File: config.mk
export PLATFORM = sky130hd
export DESIGN_NAME = msb_first_bit_packer_unit_flat
export DESIGN_NICKNAME = d
export VERILOG_FILES = /design/src/hdl/mbp_pkg.sv /design/src/hdl/mbp_channels.sv /design/src/hdl/mbp_front.sv /design/src/hdl/mbp_queue.sv /design/src/hdl/mbp_back.sv /design/src/hdl/msb_first_bit_packer_unit.sv /design/src/flat_wrapper.sv
export VERILOG_INCLUDE_DIRS = /design/src /design/src/hdl
export SDC_FILE = /design/constraint.sdc
export NUM_CORES = 1
export LEC_CHECK = 0
export ABC_AREA = 1
export BUFFER_PORTS_ARGS = -buffer_cell sky130_fd_sc_hd__buf_2
export CAP_MARGIN = 0
export CELL_PAD_IN_SITES_DETAIL_PLACEMENT = 0
export CELL_PAD_IN_SITES_GLOBAL_PLACEMENT = 1
export CORE_MARGIN = 4
export CORE_UTILIZATION = 28
export DETAILED_ROUTE_END_ITERATION = 6
export PLACE_DENSITY_LB_ADDON = 0.1
export SYNTH_ARGS = -nofsm -noshare
export SYNTH_HDL_FRONTEND = slang
export SYNTH_SLANG_ARGS = --single-unit
File: constraint.sdc
create_clock -name clk -period 2.7 [get_ports clk]
set_clock_uncertainty 0.05 [all_clocks]
set_input_delay 0.27 -clock clk [delete_from_list [all_inputs] [get_ports clk]]
set_output_delay 0.27 -clock clk [all_outputs]
set_load 0.1 [all_outputs]
File: src/hdl/assert_macros.svh
// Assertion macros shared by the bit packer RTL.
`ifndef ASSERT_MACROS_SVH
`define ASSERT_MACROS_SVH

// Property checked on every rising clock edge outside reset.
`define MBP_ASSERT(label, prop, msg) \
  label: assert property (@(posedge clk) disable iff (!rst_n) prop) \
    else $error(msg);

// Condition in one cycle implies the property in the next.
`define MBP_ASSERT_NEXT(label, cond, prop, msg) \
  label: assert property (@(posedge clk) disable iff (!rst_n) (cond) |=> (prop)) \
    else $error(msg);

`endif

File: src/hdl/mbp_pkg.sv
// Package: shared widths and the queued request type of the bit packer.
`default_nettype none

package mbp_pkg;

  localparam int unsigned ValueW     = 32;
  localparam int unsigned CountW     = 6;
  localparam int unsigned ByteW      = 8;
  localparam int unsigned PendW      = 7;
  localparam int unsigned QueueDepth = 2;

  localparam logic OpAppend = 1'b0;
  localparam logic OpFlush  = 1'b1;

  typedef struct packed {
    logic              flush;
    logic [ValueW-1:0] value;
    logic [CountW-1:0] count;
  } mbp_item_t;

endpackage

`default_nettype wire

File: src/hdl/mbp_channels.sv
// Interfaces: request and byte channels of the bit packer.
`default_nettype none

interface mbp_in_if;
  logic                           valid;
  logic                           ready;
  logic                           op;
  logic [mbp_pkg::ValueW-1:0]     value;
  logic [mbp_pkg::CountW-1:0]     bit_count;

  modport source(output valid, op, value, bit_count, input ready);
  modport sink(input valid, op, value, bit_count, output ready);
endinterface

interface mbp_out_if;
  logic                           valid;
  logic                           ready;
  logic [mbp_pkg::ByteW-1:0]      out_byte;
  logic                           last;

  modport source(output valid, out_byte, last, input ready);
  modport sink(input valid, out_byte, last, output ready);
endinterface

`default_nettype wire

File: src/hdl/mbp_front.sv
// Front end: takes requests, decodes the op and clamps the bit count.
`default_nettype none

module mbp_front #(
  parameter int unsigned CountLimit = 32
) (
  mbp_in_if.sink                in_ch,
  input  wire logic             q_full,
  output logic                  push,
  output mbp_pkg::mbp_item_t    push_item
);

  localparam logic [mbp_pkg::CountW-1:0] LimitC = mbp_pkg::CountW'(CountLimit);

  assign in_ch.ready = !q_full;
  assign push        = in_ch.valid && !q_full;

  always_comb begin
    push_item.flush = (in_ch.op == mbp_pkg::OpFlush);
    push_item.value = in_ch.value;
    if (push_item.flush) begin
      push_item.count = '0;
    end else if (in_ch.bit_count > LimitC) begin
      push_item.count = LimitC;
    end else begin
      push_item.count = in_ch.bit_count;
    end
  end

endmodule

`default_nettype wire

File: src/hdl/mbp_queue.sv
// Short request queue between the front end and the packing back end.
`default_nettype none
`include "assert_macros.svh"

module mbp_queue (
  input  wire logic             clk,
  input  wire logic             rst_n,
  input  wire logic             push,
  input  mbp_pkg::mbp_item_t    push_item,
  output logic                  full,
  input  wire logic             pop,
  output logic                  head_valid,
  output mbp_pkg::mbp_item_t    head_item
);

  localparam int unsigned Depth = mbp_pkg::QueueDepth;
  localparam int unsigned PtrW  = (Depth > 1) ? $clog2(Depth) : 1;
  localparam int unsigned CntW  = $clog2(Depth + 1);
  localparam logic [PtrW-1:0] LastPtr = PtrW'(Depth - 1);
  localparam logic [CntW-1:0] DepthC  = CntW'(Depth);

  mbp_pkg::mbp_item_t mem_r [Depth];
  logic [PtrW-1:0]    wr_ptr_r, wr_ptr_nxt;
  logic [PtrW-1:0]    rd_ptr_r, rd_ptr_nxt;
  logic [CntW-1:0]    cnt_r, cnt_nxt;

  assign full       = (cnt_r == DepthC);
  assign head_valid = (cnt_r != '0);
  assign head_item  = mem_r[rd_ptr_r];

  always_comb begin
    wr_ptr_nxt = wr_ptr_r;
    rd_ptr_nxt = rd_ptr_r;
    cnt_nxt    = cnt_r;
    if (push) begin
      wr_ptr_nxt = (wr_ptr_r == LastPtr) ? '0 : wr_ptr_r + 1'b1;
    end
    if (pop) begin
      rd_ptr_nxt = (rd_ptr_r == LastPtr) ? '0 : rd_ptr_r + 1'b1;
    end
    if (push && !pop) begin
      cnt_nxt = cnt_r + 1'b1;
    end else if (pop && !push) begin
      cnt_nxt = cnt_r - 1'b1;
    end
  end

  always_ff @(posedge clk) begin
    if (!rst_n) begin
      wr_ptr_r <= '0;
      rd_ptr_r <= '0;
      cnt_r    <= '0;
    end else begin
      wr_ptr_r <= wr_ptr_nxt;
      rd_ptr_r <= rd_ptr_nxt;
      cnt_r    <= cnt_nxt;
    end
  end

  always_ff @(posedge clk) begin
    if (push) begin
      mem_r[wr_ptr_r] <= push_item;
    end
  end

  `MBP_ASSERT(a_q_no_underflow, pop |-> head_valid, "queue popped while empty")
  `MBP_ASSERT(a_q_cnt_bound, cnt_r <= DepthC, "queue count beyond depth")

endmodule

`default_nettype wire

File: src/hdl/mbp_back.sv
// Back end: merges queued requests into the bit buffer and emits bytes.
`default_nettype none
`include "assert_macros.svh"

module mbp_back #(
  parameter int unsigned CountLimit = 32
) (
  input  wire logic             clk,
  input  wire logic             rst_n,
  input  wire logic             head_valid,
  input  mbp_pkg::mbp_item_t    head_item,
  output logic                  pop,
  mbp_out_if.source             out_ch
);

  localparam int unsigned ByteW = mbp_pkg::ByteW;
  localparam int unsigned PendW = mbp_pkg::PendW;
  localparam int unsigned ValW  = mbp_pkg::ValueW;
  localparam int unsigned WordW = PendW + CountLimit;
  // wide enough for the fill count and for the two-byte compare bound
  localparam int unsigned NW    = $clog2(WordW + ByteW + 1);
  localparam logic [NW-1:0] ByteN  = NW'(ByteW);
  localparam logic [NW-1:0] TwoByteN = NW'(2 * ByteW);
  localparam logic [NW-1:0] WordN  = NW'(WordW);

  // word_r holds the unsent bits right aligned; only the low n_r are live.
  logic [WordW-1:0]  word_r, word_nxt;
  logic [NW-1:0]     n_r, n_nxt;
  logic              out_valid_r;
  logic [ByteW-1:0]  out_byte_r;
  logic              out_last_r;

  logic              idle, slot_free, emit;
  logic [NW-1:0]     n_rem, n_eff;
  logic [WordW-1:0]  shifted;
  logic [ValW:0]     keep;
  logic [ValW-1:0]   val_m;
  logic [3:0]        pad;

  assign idle      = (n_r < ByteN);
  assign slot_free = !out_valid_r || out_ch.ready;
  assign emit      = !idle && slot_free;
  assign n_rem     = n_r - ByteN;
  assign n_eff     = idle ? n_r : n_rem;
  // a new request may merge in the cycle its predecessor's last byte leaves
  assign pop       = head_valid && (idle || (emit && (n_r < TwoByteN)));
  assign shifted   = word_r >> n_rem;

  assign keep  = ~({(ValW + 1){1'b1}} << head_item.count);
  assign val_m = head_item.value & keep[ValW-1:0];
  assign pad   = 4'(ByteW) - {1'b0, n_eff[2:0]};

  always_comb begin
    word_nxt = word_r;
    n_nxt    = n_r;
    if (pop) begin
      if (head_item.flush) begin
        word_nxt = word_r << pad;
        n_nxt    = (n_eff == '0) ? '0 : ByteN;
      end else begin
        word_nxt = (WordW'(word_r[PendW-1:0]) << head_item.count) | WordW'(val_m);
        n_nxt    = n_eff + NW'(head_item.count);
      end
    end else if (emit) begin
      n_nxt = n_rem;
    end
  end

  always_ff @(posedge clk) begin
    if (!rst_n) begin
      n_r         <= '0;
      out_valid_r <= 1'b0;
    end else begin
      n_r <= n_nxt;
      if (emit) begin
        out_valid_r <= 1'b1;
      end else if (out_ch.ready) begin
        out_valid_r <= 1'b0;
      end
    end
  end

  always_ff @(posedge clk) begin
    word_r <= word_nxt;
    if (emit) begin
      out_byte_r <= shifted[ByteW-1:0];
      out_last_r <= (n_r < TwoByteN);
    end
  end

  assign out_ch.valid    = out_valid_r;
  assign out_ch.out_byte = out_byte_r;
  assign out_ch.last     = out_last_r;

  `MBP_ASSERT(a_bk_fill_bound, n_r <= WordN, "bit buffer fill beyond word width")
  `MBP_ASSERT(a_bk_pop_merge, pop |-> (n_eff < ByteN), "merge with a full byte pending")
  `MBP_ASSERT_NEXT(a_bk_last_flag, emit && n_r < TwoByteN, out_valid_r && out_last_r, "no last")

endmodule

`default_nettype wire

File: src/hdl/msb_first_bit_packer_unit.sv
// Top level of the MSB-first bit packer.
`default_nettype none

// MSB-first bit packer. Each request on in_ch either appends the low
// bit_count bits of value (op = 0, count clamped to min(MAX_BITS, 32)) or
// flushes (op = 1), padding pending bits with zeros to a whole byte. Every
// completed byte leaves on out_ch with the first appended bit in bit 7, and
// the final byte a request produces carries last = 1; requests that finish
// no byte produce nothing. Timing: the front end classifies a request in the
// cycle it is accepted and drops it into a two-entry queue; the back end takes
// a request from the queue and then sends one byte per cycle while out_ch is
// ready, through a registered output stage. An append completes zero to four
// bytes, and the next request merges in the same cycle as the previous
// request's last byte, so full 32-bit appends are limited by the
// one-byte-per-cycle output register. From an empty queue, an accepted
// request passes through the queue entry, the bit buffer and the output
// register before its first byte appears. The queue keeps in_ch ready while
// the back end is still draining bytes or out_ch is stalled, until it is full.
module msb_first_bit_packer_unit #(
  parameter int unsigned MAX_BITS = 32
) (
  input  wire logic   clk,
  input  wire logic   rst_n,
  mbp_in_if.sink      in_ch,
  mbp_out_if.source   out_ch
);

  // effective clamp: never more than the width of value
  localparam int unsigned CountLimit =
    (MAX_BITS < mbp_pkg::ValueW) ? MAX_BITS : mbp_pkg::ValueW;

  logic               q_full;
  logic               push;
  mbp_pkg::mbp_item_t push_item;
  logic               pop;
  logic               head_valid;
  mbp_pkg::mbp_item_t head_item;

  // front end: handshake and count clamp
  mbp_front #(
    .CountLimit(CountLimit)
  ) u_front (
    .in_ch    (in_ch),
    .q_full   (q_full),
    .push     (push),
    .push_item(push_item)
  );

  // decoupling queue
  mbp_queue u_queue (
    .clk       (clk),
    .rst_n     (rst_n),
    .push      (push),
    .push_item (push_item),
    .full      (q_full),
    .pop       (pop),
    .head_valid(head_valid),
    .head_item (head_item)
  );

  // back end: bit buffer and byte emission
  mbp_back #(
    .CountLimit(CountLimit)
  ) u_back (
    .clk       (clk),
    .rst_n     (rst_n),
    .head_valid(head_valid),
    .head_item (head_item),
    .pop       (pop),
    .out_ch    (out_ch)
  );

endmodule

`default_nettype wire

File: src/flat_wrapper.sv
// flat-port wrapper written by rule: the top's interface ports become plain ports
module msb_first_bit_packer_unit_flat 
#(
  parameter int unsigned MAX_BITS = 32
)
  (clk, rst_n, in_ch_valid, in_ch_op, in_ch_value, in_ch_bit_count, in_ch_ready, out_ch_valid, out_ch_out_byte, out_ch_last, out_ch_ready);
  mbp_in_if in_ch_i ();
  mbp_out_if out_ch_i ();
  input  wire logic clk;
  input  wire logic rst_n;
  input wire logic [$bits(in_ch_i.valid)-1:0] in_ch_valid;
  input wire logic [$bits(in_ch_i.op)-1:0] in_ch_op;
  input wire logic [$bits(in_ch_i.value)-1:0] in_ch_value;
  input wire logic [$bits(in_ch_i.bit_count)-1:0] in_ch_bit_count;
  output wire logic [$bits(in_ch_i.ready)-1:0] in_ch_ready;
  output wire logic [$bits(out_ch_i.valid)-1:0] out_ch_valid;
  output wire logic [$bits(out_ch_i.out_byte)-1:0] out_ch_out_byte;
  output wire logic [$bits(out_ch_i.last)-1:0] out_ch_last;
  input wire logic [$bits(out_ch_i.ready)-1:0] out_ch_ready;
  assign in_ch_i.valid = in_ch_valid;
  assign in_ch_i.op = in_ch_op;
  assign in_ch_i.value = in_ch_value;
  assign in_ch_i.bit_count = in_ch_bit_count;
  assign in_ch_ready = in_ch_i.ready;
  assign out_ch_valid = out_ch_i.valid;
  assign out_ch_out_byte = out_ch_i.out_byte;
  assign out_ch_last = out_ch_i.last;
  assign out_ch_i.ready = out_ch_ready;
  msb_first_bit_packer_unit #(.MAX_BITS(MAX_BITS)) u_core (.clk(clk), .rst_n(rst_n), .in_ch(in_ch_i), .out_ch(out_ch_i));
endmodule
# Word-level counts from Yosys, hierarchy flattened
# Memory sizes are Yosys's and may differ from the RTL's. A register that Yosys moved wholly into a read port is not among the register bits.
# Index checks and enable logic that the tools add are counted.
# classes
n_addsub,7
n_mul,0
n_div,0
n_lt_le_gt_ge,3
n_eq_ne,1
shift,4
muxes,18
bitwise_logic,3
n_reduce_logical,18
# op_table
op,n
39-bit two-way mux,1
39-bit by 32-bit bitwise OR with 39-bit output,1
39-bit by 4-bit << shifter with 39-bit output,1
7-bit by 6-bit << shifter with 39-bit output,1
39-bit by 6-bit >> shifter with 8-bit output,1
6-bit two-way mux,6
33-bit by 6-bit << shifter with 32-bit output (first input constant),1
32-bit AND,1
32-bit NOT,1
1-bit two-way mux,8
2-bit nonzero test,4
6-bit adder,1
6-bit > comparator (second input constant),1
1-bit logical AND,6
6-bit logical NOT,1
6-bit by 4-bit less-than comparator with 1-bit output (second input constant),1
6-bit by 5-bit less-than comparator with 1-bit output (second input constant),1
6-bit by 4-bit subtractor with 6-bit output (second input constant),1
1-bit logical NOT,5
2-bit two-way mux,2
4-bit two-way mux,1
4-bit by 3-bit subtractor with 4-bit output (first input constant),1
1-bit adder (second input constant),2
2-bit by 1-bit adder with 2-bit output (second input constant),1
3 further kinds,4
# word_totals
regBits,59
latch_bits,0
ram_bits,78
romBits,0
input_bits,43
out_inout_bits,11
wordCells,63
n_memories,1
# memory_table
memory,depth,word_bits,rd,rd_ports_with_merged_regs,write_ports,line_no,text
u_core.u_queue.mem_r,2,39,1,1,1,mbp_queue.sv:22,mbp_pkg::mbp_item_t mem_r [Depth];

# Longest topological paths before layout
# depth
depth_word,9
depth_mapped,16

# Modules after synthesis
# From an unflattened synthesis, not the netlist that was laid out.
# unflattened
cells_unflattened,1323
area_unflattened_um2,9959.6
# by_module_without_submodules
mod,instances,cells_each,area_each_um2,seq_area_each_um2
mbp_back,1,1117,6555.0,1581.5
mbp_queue,1,156,3088.0,2442.3
mbp_front,1,50,316.6,0.0

# Least setup slack after synthesis
# Ideal clock, no wire load.
# synth_path
kind,register to register
startpoint,register u_core.u_queue.cnt_r[0]
endpoint,memory u_core.u_queue.mem_r[1][0] (netlist bit) (enable)
t_arrival_ns,2.959
t_required_ns,2.213
setup_slack_ns,-0.746
stages_incl_launch_ff,5
path_cell_list,dfxtp_1 inv_1 nand2_1 nand2_1 nor2_1
# synth_between
elab_chain_len,5
# synth_lines
element,line_no,text
"start, declared",mbp_queue.sv:25,"logic [CntW-1:0] cnt_r, cnt_nxt;"
"start signal, assigned",mbp_queue.sv:56,cnt_r <= cnt_nxt;
2-bit equality test,mbp_queue.sv:27,assign full = (cnt_r == DepthC);
1-bit logical NOT,n/a,
named net in_ch_ready,flat_wrapper.sv:15,output wire logic [$bits(in_ch_i.ready)-1:0] in_ch_ready;
1-bit logical AND,mbp_front.sv:16,assign push = in_ch.valid && !q_full;
1-bit two-way mux,mbp_queue.sv:61,if (push) begin
1-bit two-way mux (not written as such),mbp_queue.sv:62,mem_r[wr_ptr_r] <= push_item;
"end, declared",mbp_queue.sv:22,
# The timed path passes the listed nets, and every way through them passes these cells.

# Worst setup path in the final report
# layout_path
startpoint,register u_core.u_back.n_r[0]
endpoint,"register u_core.u_back.word_r[24], data pin"
# layout_between
elab_chain_len,5
# layout_lines
element,line_no,text
"start, declared",mbp_back.sv:28,"logic [NW-1:0] n_r, n_nxt;"
"start signal, assigned",mbp_back.sv:74,n_r <= n_nxt;
6-bit by 4-bit subtractor with 6-bit output or 6-bit by 4-bit less-than comparator with 1-bit output (tied branches),"mbp_back.sv:43, mbp_back.sv:40",
6-bit two-way mux (*),mbp_back.sv:44,assign n_eff = idle ? n_r : n_rem;
4-bit by 3-bit subtractor with 4-bit output (*),mbp_back.sv:51,"assign pad = 4'(ByteW) - {1'b0, n_eff[2:0]};"
39-bit by 4-bit << shifter with 39-bit output (*),mbp_back.sv:58,word_nxt = word_r << pad;
39-bit two-way mux (*),mbp_back.sv:57,if (head_item.flush) begin
"end signal, assigned",mbp_back.sv:84,word_r <= word_nxt;
"end, declared",mbp_back.sv:27,"logic [WordW-1:0] word_r, word_nxt;"
# Mark *: on every way between the ends. The rest lies on a longest branch, timed or not.
# A chain may end at the register's enable or synchronous reset.

==> qor.json <==
{
  "r2r-start": "u_core.u_back.n_r[0]$_SDFFE_PN0P_",
  "report.power.total_mw": 16.9,
  "critPathLaunchType": "flip-flop",
  "timing.setup.critical_path_class": "flip-flop to flip-flop",
  "timing_max_transition_violations_final": 0,
  "dr.pass1.iters": 5,
  "via_count_of_the_first_global_routing_pass": 9628,
  "final_critical_path_setup_slack_ns": 0.364,
  "netlist_area_um2": 9780,
  "irDropWorstVdd_v": 0.000745,
  "final_cells": 1930,
  "start_util_pct": 28.4,
  "timing.fmax_ghz": 0.428,
  "share_clk_of_total_power_pct": 13.0,
  "row_count": 68,
  "post-dp-hpwl_um": 29000,
  "vias": 9579,
  "max_cap_violations": 0,
  "power_switching_mw": 9.38,
  "synth_seq_area_share_pct": 41.2,
  "ratio_of_cells_with_drive_above_1_in_the_final_layout_pct": 12.5,
  "antennaDiodeCount": 0,
  "cts_num_sinks": 138,
  "cp_data_required_time_ns": 2.81,
  "largest_net_degree_at_the_start_of_global_routing": 45,
  "wl_per_cell_um": 19.6,
  "grt_use_total_pct": 20.1,
  "crit-reg2reg-capture": "u_core.u_back.word_r[24]$_DFFE_PP_",
  "wirelength_um": 37700,
  "design.core.area_um2": 34500,
  "drc": 0,
  "area_growth_syn_to_layout_pct": 17.5,
  "hold_path.startpoint": "in_ch_op",
  "synth_seq_cells": 138,
  "cts_setup_buffers": 0,
  "timing.setup.tns_ns": 0,
  "finalSetupViolCount": 0,
  "run_status": "completed",
  "static-leakage-power_nw": 5.06,
  "dp_worst_setup_slack_ns": 0.365,
  "place.port_buffers": 53,
  "floorplan.die.width_um": 195,
  "relSlewSlack_pct": 50.1,
  "syn-num-nets": 1440,
  "grt_setup_unrepaired": "false",
  "ios": 54,
  "drt_first_iter_violations": 671,
  "die_area_um2": 38000,
  "hold_depth": 1,
  "crit_end_element": "flip-flop",
  "clock_path_buffers": 2,
  "yosys_warnings": 0,
  "syn_inst": 1388,
  "reg2reg_setup_slack_ns": 0.36,
  "fraction_of_power_spent_switching_nets_pct": 55.4,
  "layout.nets": 1514,
  "power_dens_cells_nw_per_um2": 1470,
  "placed_cells": 1866,
  "holdCritPathClass": "primary input to flip-flop",
  "cts_tree": "built",
  "cts-buffers-inserted": 17,
  "antenna_violating_nets_post_route": 0,
  "overflow": 0,
  "grt_first_pass_wirelength_um": 58700,
  "power.share.combinational_pct": 64.8,
  "synth_cell_type_count": 45,
  "layout_min_cycle_time_ns": 2.34,
  "cts.htree.levels": 4,
  "worst_skew_pair.late_latency_ns": 0.44,
  "holdPathEnd": "u_core.u_queue.mem_r[1][38]$_DFFE_PP_",
  "finalHoldViolCount": 0,
  "tightestPinTransition_ns": 0.741,
  "die_h_um": 195,
  "timing.critical_path.arrival_ns": 2.45,
  "route.detailed.vias_per_inst": 4.96,
  "number_of_antenna_violations_at_the_first_check_in_global_routing": 0,
  "min_period_over_period_pct": 86.5,
  "clkSlewWorstSetupHoldPaths_ns": 0.07,
  "worstPathMaxFanout": 30,
  "gp_congestion": 0.921,
  "pwr-share-seq_pct": 22.3,
  "worst-r2r-cell-count": 10,
  "cts.root.buffer_cell": "sky130_fd_sc_hd__clkbuf_16",
  "synth_area_per_cell_um2": 7.04,
  "power_report.internal_total_mw": 7.56
}
## Yosys cell counts
cell                          n  area (µm²)
sky130_fd_sc_hd__o21a_1       2        15.0
sky130_fd_sc_hd__nor4_1       1        6.26
sky130_fd_sc_hd__a41oi_1      1        8.76
sky130_fd_sc_hd__a31oi_1      5        31.3
sky130_fd_sc_hd__buf_6        4        45.0
sky130_fd_sc_hd__nand2_4      7        78.8
sky130_fd_sc_hd__nand4_1     15        93.8
sky130_fd_sc_hd__buf_1        7        26.3
sky130_fd_sc_hd__inv_4        1        6.26
sky130_fd_sc_hd__a21oi_2      1        8.76
sky130_fd_sc_hd__buf_2       24         120
sky130_fd_sc_hd__dfxtp_1     12         240
sky130_fd_sc_hd__o2111ai_1    1        8.76
sky130_fd_sc_hd__o21ai_1     29         145
sky130_fd_sc_hd__nor2_1      61         229
sky130_fd_sc_hd__nand3b_1     1        7.51
sky130_fd_sc_hd__clkinv_1     2        7.51
sky130_fd_sc_hd__nand2_1    547        2050
sky130_fd_sc_hd__or2_2        7        43.8
sky130_fd_sc_hd__buf_4        5        37.5
sky130_fd_sc_hd__ha_1         8         100
sky130_fd_sc_hd__a21boi_0     1        7.51
sky130_fd_sc_hd__o21bai_1     1        7.51
sky130_fd_sc_hd__o211ai_2     1        12.5
sky130_fd_sc_hd__edfxtp_1   126        3780
sky130_fd_sc_hd__nor2_4       1        11.3
sky130_fd_sc_hd__inv_2       15        56.3
sky130_fd_sc_hd__xnor2_1      2        17.5
sky130_fd_sc_hd__nor2_2       4        25.0
sky130_fd_sc_hd__nor3_4       1        16.3
sky130_fd_sc_hd__o22ai_1      2        12.5
sky130_fd_sc_hd__and2_1      26         163
sky130_fd_sc_hd__a21oi_1     43         215
sky130_fd_sc_hd__nand3_2      6        60.1
sky130_fd_sc_hd__o211ai_1    10        75.1
sky130_fd_sc_hd__nand2_8      1        20.0
sky130_fd_sc_hd__nor3_1       7        35.0
sky130_fd_sc_hd__inv_6        1        8.76
sky130_fd_sc_hd__nand2_2     13        81.3
sky130_fd_sc_hd__nand3_1    250        1250
sky130_fd_sc_hd__o21ai_2      3        26.3
sky130_fd_sc_hd__clkbuf_1    26        97.6
sky130_fd_sc_hd__o21ai_0     49         245
sky130_fd_sc_hd__fa_1         1        20.0
sky130_fd_sc_hd__inv_1       57         214
## logic make-up (layout without fill, tap and decap cells)
logic type | after synthesis | in the layout | synth area share, %
XOR/XNOR | 2 | 2 | 0.179
buffers and inverters | 142 | 229 | 6.34
AO/OA/AOI/OAI | 149 | 149 | 8.38
AND/OR/NAND/NOR | 948 | 948 | 42.7
adder cells (fa/ha/maj) | 9 | 9 | 1.23
flip-flops | 138 | 138 | 41.2
## per-layer routing
layer,routed length (µm),up-vias,track usage (%),share of wire [%]
met5,0,-,0,0
met4,711,0,5.25,1.9
met3,1350,27,2.72,3.6
met2,17300,199,32.4,46
met1,18400,4525,28.6,49
li1,-,4828,-,-
## through the flow
stage | utilization (%) | hold WS, ns | instance area (µm²)
after CTS | 33.3 | 0.0489 | 11500
final | 33.3 | 0.0684 | 11500
after global placement | 30.8 | 0.385 | 10600
after detailed placement | 30.8 | 0.392 | 10600
after floorplan | - | 0.319 | 9790
after global routing | 33.3 | 0.0684 | 11500
## registers in the layout, indices dropped and copies added (netlist names), named ones only
signal and flops:
u_core.u_queue.wr_ptr_r 1, u_core.u_back.out_ch.last 1, u_core.u_queue.mem_r 78, u_core.u_back.word_r 39
u_core.u_queue.rd_ptr_r 1, u_core.u_queue.cnt_r 2, u_core.u_back.n_r 6, u_core.u_back.out_ch.out_byte 8
u_core.u_back.out_ch.valid 1
## worst max path at each step
stage                                    startpoint  slack (ns)  depth (start not counted)                                   end
4_1_cts           u_core.u_back.n_r[0]$_SDFFE_PN0P_        0.36                         10    u_core.u_back.word_r[24]$_DFFE_PP_
5_1_grt           u_core.u_back.n_r[0]$_SDFFE_PN0P_        0.15                         10    u_core.u_back.word_r[24]$_DFFE_PP_
2_1_floorplan  u_core.u_queue.cnt_r[0]$_SDFFE_PN0P_       -0.14                          4  u_core.u_queue.mem_r[1][0]$_DFFE_PP_
3_3_place_gp                              flip-flop        0.32                         10    u_core.u_back.word_r[13]$_DFFE_PP_
6_report          u_core.u_back.n_r[0]$_SDFFE_PN0P_        0.36                         10    u_core.u_back.word_r[24]$_DFFE_PP_
3_5_place_dp      u_core.u_back.n_r[0]$_SDFFE_PN0P_        0.36                         10    u_core.u_back.word_r[24]$_DFFE_PP_
## power groups by stage
stage	registers [mW]	logic (mW)	clock network, mW
3_3_place_gp	3.82	11.0	0
5_1_grt	3.83	12.3	2.35
6_report	3.77	11.0	2.20
3_5_place_dp	3.81	10.9	0
2_1_floorplan	4.19	6.89	0
4_1_cts	3.76	11.0	2.26
## final cells by class
class,instances,area (µm²)
fill,3818,23000
multi-input combinational,1108,5150
sequential,138,4030
timing repair buffer,121,906
tap,455,569
clock buffer,17,425
inverter,76,293
clock inverter,15,114
## what timing repair did
action | 4_1_cts | 5_1_grt
hold endpoints to repair | 64 | 0
resized for setup | 0 | 0
hold buffers | 32 | 0
## layout by cell type (no fill, tap or decap), types with 6 or more instances in the layout
master | Yosys | final
sky130_fd_sc_hd__nand2_1 | 547 | 547
sky130_fd_sc_hd__nand3_1 | 250 | 250
sky130_fd_sc_hd__edfxtp_1 | 126 | 126
sky130_fd_sc_hd__nor2_1 | 61 | 59
sky130_fd_sc_hd__inv_1 | 57 | 57
sky130_fd_sc_hd__buf_2 | 24 | 53
sky130_fd_sc_hd__o21ai_0 | 49 | 49
sky130_fd_sc_hd__a21oi_1 | 43 | 43
sky130_fd_sc_hd__dlygate4sd3_1 | 0 | 32
sky130_fd_sc_hd__buf_4 | 5 | 32
sky130_fd_sc_hd__o21ai_1 | 29 | 29
sky130_fd_sc_hd__and2_1 | 26 | 26
sky130_fd_sc_hd__clkbuf_16 | 0 | 17
sky130_fd_sc_hd__inv_2 | 15 | 15
sky130_fd_sc_hd__nand4_1 | 15 | 15
sky130_fd_sc_hd__nand2_2 | 13 | 13
sky130_fd_sc_hd__dfxtp_1 | 12 | 11
sky130_fd_sc_hd__o211ai_1 | 10 | 10
sky130_fd_sc_hd__ha_1 | 8 | 8
sky130_fd_sc_hd__or2_2 | 7 | 7
sky130_fd_sc_hd__nor3_1 | 7 | 7
sky130_fd_sc_hd__nand2_4 | 7 | 7
sky130_fd_sc_hd__inv_6 | 1 | 7
sky130_fd_sc_hd__nand3_2 | 6 | 6
## critical path: stages, from the launching register on
cell	delay, ns
sky130_fd_sc_hd__dfxtp_1	0.39
sky130_fd_sc_hd__inv_2	0.07
sky130_fd_sc_hd__ha_1	0.35
sky130_fd_sc_hd__inv_2	0.40
sky130_fd_sc_hd__nand2_1	0.14
sky130_fd_sc_hd__nand2_1	0.10
sky130_fd_sc_hd__o21ai_1	0.12
sky130_fd_sc_hd__nand2_1	0.14
sky130_fd_sc_hd__nand2_1	0.06
sky130_fd_sc_hd__nor2_1	0.08
sky130_fd_sc_hd__nand2_1	0.13
No activity file was read; power rests on OpenSTA's default activity.
